$ cat config.mk
export PLATFORM = sky130hd
export DESIGN_NAME = pst_ram
export DESIGN_NICKNAME = d
export VERILOG_FILES = /design/src/pst_pkg.sv /design/src/pst_ram.sv
export SDC_FILE = /design/constraint.sdc
export NUM_CORES = 2
export LEC_CHECK = 0
export ABC_AREA = 1
export BUFFER_PORTS_ARGS = -buffer_cell sky130_fd_sc_hd__buf_2
export CORE_UTILIZATION = 50
export CTS_BUF_LIST = sky130_fd_sc_hd__clkbuf_16
export DETAILED_ROUTE_END_ITERATION = 7
export PLACE_DENSITY_LB_ADDON = 0.1
export SYNTH_ARGS = -nofsm -noshare
export SYNTH_HDL_FRONTEND = slang
export SYNTH_SLANG_ARGS = --single-unit
$ cat constraint.sdc
create_clock -name clk -period 2.16 [get_ports clk]
set_input_delay 0.324 -clock clk [delete_from_list [all_inputs] [get_ports clk]]
set_output_delay 0.324 -clock clk [all_outputs]
set_load 0.02 [all_outputs]
$ cat src/pst_pkg.sv
// ----------------------------------------------------------------------------
// pst_pkg
// Shared types, widths and codes of the packed slot table with swap-remove.
// ----------------------------------------------------------------------------
package pst_pkg;

    // table sizes
    localparam int MAX_ENTRIES = 256;
    localparam int ID_SPACE    = 1024;

    // field widths
    localparam int ACTION_W = 2;
    localparam int ID_W     = 10;
    localparam int HANDLE_W = 9;
    localparam int STATUS_W = 2;

    // derived widths
    localparam int SLOT_W  = $clog2(MAX_ENTRIES);
    localparam int MAP_AW  = $clog2(ID_SPACE);
    localparam int COUNT_W = HANDLE_W;

    // action codes
    localparam logic [ACTION_W-1:0] ACT_REGISTER = 2'd0;
    localparam logic [ACTION_W-1:0] ACT_FIND     = 2'd1;
    localparam logic [ACTION_W-1:0] ACT_GET      = 2'd2;
    localparam logic [ACTION_W-1:0] ACT_DESTROY  = 2'd3;

    // status codes
    localparam logic [STATUS_W-1:0] ST_OK         = 2'd0;
    localparam logic [STATUS_W-1:0] ST_FULL       = 2'd1;
    localparam logic [STATUS_W-1:0] ST_BAD_HANDLE = 2'd2;

    // request transaction
    typedef struct packed {
        logic [ACTION_W-1:0] action;
        logic [ID_W-1:0]     entity_id;
        logic [HANDLE_W-1:0] handle_in;
    } req_t;

    // response transaction
    typedef struct packed {
        logic [HANDLE_W-1:0] handle_out;
        logic [ID_W-1:0]     entity_out;
        logic [STATUS_W-1:0] status;
    } rsp_t;

endpackage

$ cat src/pst_ram.sv
// ----------------------------------------------------------------------------
// pst_ram
// Simple dual-port RAM: one write port, one read port with registered data.
// ----------------------------------------------------------------------------
module pst_ram #(
    parameter int WIDTH = pst_pkg::ID_W,
    parameter int DEPTH = pst_pkg::MAX_ENTRIES
) (
    input  logic                     clk,
    input  logic                     we,
    input  logic [$clog2(DEPTH)-1:0] waddr,
    input  logic [WIDTH-1:0]         wdata,
    input  logic [$clog2(DEPTH)-1:0] raddr,
    output logic [WIDTH-1:0]         rdata
);

    logic [WIDTH-1:0] mem [DEPTH];
    logic [WIDTH-1:0] rdata_reg;

    // write port and registered read
    always_ff @(posedge clk)
    begin
        if (we)
        begin
            mem[waddr] <= wdata;
        end
        rdata_reg <= mem[raddr];
    end

    assign rdata = rdata_reg;

endmodule
==> results.md <==
- #FFs+latches synth: 2570
- Worst flop-to-flop path startpoint: mem[241][5]$_DFFE_PP_
- Worst R2R Setup Slack: 0.1 ns
- Synthesized area: just over 100000 um2
- Status: completed
- Cells after synthesis: 8656
- 1st-pass router iterations: 6
- Post-route DRC violation count: 0
- Final core utilization: 59.3%
- Maximum vdd drop: 0.000827 V
- Starting Density: 50.5%
- RR Endpoint: rdata[5]$_DFF_P_
- FP Rows: 166
- Vias per cell: 5.78
- Worst-Skew Late Latency: 0.93 ns
- RePlAce Congestion: about 0.9
- Worst-Margin Slew: about 0.90 ns
- Largest fanout on the critical path: 1
- Relative slew slack: 40.0%
- Lkg Pwr: 44.1 nW
- Clock transition at the registers of the reported paths: 0.06 ns
- CTS tree: yes
- Worst Reg-to-Reg Cells: 10
- Routing usage on met1: between 40% and 50%
- Commonest non-fill, non-tap cell in the layout: nand2_1
- All-Layer GR Usage: 29.2%
- 1st-iter DRT viols: 8528
- Max Clock Skew: 0.0430 ns
- Critical path class: reg -> reg
- Max_cap viols: 0
- Grt met3 use: 4.51%
- Setup ws final: 0.0997 ns
- H-tree Lvls: 5
- Number of port buffers: 37
- Final net count: 9256
- Grt ovf: 0
- Largest net degree at the start of global routing: about 110
- WHS Path Cells: 5
- Worst slack, placed: -0.767 ns
- Hpwl dp: 192000 um
- Setup crit end: rdata[5]$_DFF_P_
- Routed Wire Length: 306000 um
- Crit path from: mem[241][5]$_DFFE_PP_
- Initial antenna violation count: 17
- Worst setup EP type: flip-flop
- Final slew viol count: 0
- Sequential area share after synthesis: 74.3%
- Routed WL per cell: around 25 um
- Fin crit share: 95.4%
- Clock root buffer: clkbuf_16
- Max Clk Rate: around 490 MHz
- Crit path required time: 2.96 ns
- Synth-to-layout area growth: 17.5%
- DIE HEIGHT: ~460 um
- Clock tree buffer depth: 4
- Final Critical Period: between 2 and 2.5 ns
- Worst min-delay path category: in -> reg
- Pwr Density: 883 nW/um2
- Core ar.: 205000 um2
- I/O pin count: 38
- Most frequent cells in the layout: nand2_1 (2631), edfxtp_1 (2560), nand3_1 (2522), buf_4 (649), clkbuf_16 (293)
- Max FFs per register: 2560
- Final setup vio count: 0
- Average size of a mapped cell: 12.0 um2
- Met2 usage: 45.3%
- Die extent in x: approximately 460 um
- RSZ-0062 raised after global routing: no
- Type of origin of the critical path: flip-flop
- Vias in the first global route: 66642
- GRT Max-Usage Layer: met2
- Die ar.: 209000 um2
- Share of cells above drive strength 1: between 10% and 20%
- Post-synth net total: 8684
- Cts bufs inserted: 287
- First-pass GRT wire length: ~450000 um
- YS warnings: 0
- Hold Vio Cnt, Final: 0
- Detailed-route via count: 70091
- CTS sink cnt: 2570
- DRT antenna net count: 0
- Critical Path AT: 2.86 ns
- Distinct cell type count of the synthesized netlist: 12
kinds of logic (layout without fill, tap and decap cells):
kind of cell	after synthesis	in the layout	synth area share, %
other	0	12	0
and+or+nand+nor	5451	5451	22.8
DFF	2570	2570	74.3
buffers and inverters	635	1413	2.92
per-stage QoR:
| stage | power [mW] | instances | cell area (um2) | hold WS, ns | setup TNS, ns |
|---|---|---|---|---|---|
| CTS | 108 | 12123 | 122000 | 0.0462 | 0 |
| detailed placement | 63.5 | 11617 | 113000 | 0.597 | -5.69 |
| global route | 111 | 12124 | 122000 | 0.114 | 0 |
| global placement | 63.4 | 11617 | 113000 | 0.595 | -5.64 |
| finish | 108 | 12134 | 122000 | 0.113 | 0 |
| floorplan | 59.4 | 8656 | 104000 | 0.423 | 0 |
worst min path at each step:
stage / from / end / slack [ns]
after floorplan: wdata[0] / mem[0][0]$_DFFE_PP_ / 0.42
after global placement: wdata[6] / mem[73][6]$_DFFE_PP_ / 0.60
after detailed placement: wdata[6] / mem[73][6]$_DFFE_PP_ / 0.60
after CTS: waddr[7] / mem[182][3]$_DFFE_PP_ / 0.05
after global routing: waddr[7] / mem[183][3]$_DFFE_PP_ / 0.11
final: waddr[7] / mem[182][3]$_DFFE_PP_ / 0.11
routing by layer:
| layer | routed length (um) | up-vias |
|---|---|---|
| met5 | 42 | - |
| met4 | 12400 | 6 |
| met3 | 24200 | 574 |
| met2 | 142000 | 2949 |
| met1 | 127000 | 34560 |
| li1 | - | 32002 |
cells in the mapped netlist:
cell type     n  share of area, %
inv_2         4             0.014
nor2_1      283               1.0
inv_1        33              0.12
dfxtp_1      10              0.19
buf_4        60              0.43
clkbuf_1    139              0.50
nand3_1    2523                12
buf_2       334               1.6
edfxtp_1   2560                74
nand2_1    2645               9.6
buf_1        63              0.23
clkinv_1      2            0.0072
where the power goes:
group | internal [mW] | switching (mW)
registers | 55.0 | 0.101
logic | 2.25 | 5.14
clock network | 26.1 | 19.0
final cells by class:
cell class	instances	area, um2
Inverter	39	175
Tap cell	2688	3360
Fill cell	16396	83600
Multi-Input combinational cell	5451	23700
Antenna cell	12	30.0
Timing Repair Buffer	879	8960
Sequential cell	2570	77100
Clock buffer	293	7330
Clock inverter	202	1230
worst max-delay path: stages (launching register included):
cell and delay [ns]:
edfxtp_1 0.37, nand2_1 0.08, nand3_1 0.09, nand3_1 0.11, nand3_1 0.10, nand3_1 0.15
nand3_1 0.26, nand3_1 0.46, nand2_1 0.11, nand2_1 0.13, nand2_1 0.07
timing repair:
item                                   4_1_cts  5_1_grt
setup buffers                                0        0
hold buffers                                11        0
endpoints found under the hold margin      421        0
gates resized for setup                      4        1
setup endpoints to repair                    4        2
cloned                                       0        0
No activity file was read; power rests on OpenSTA's default activity.
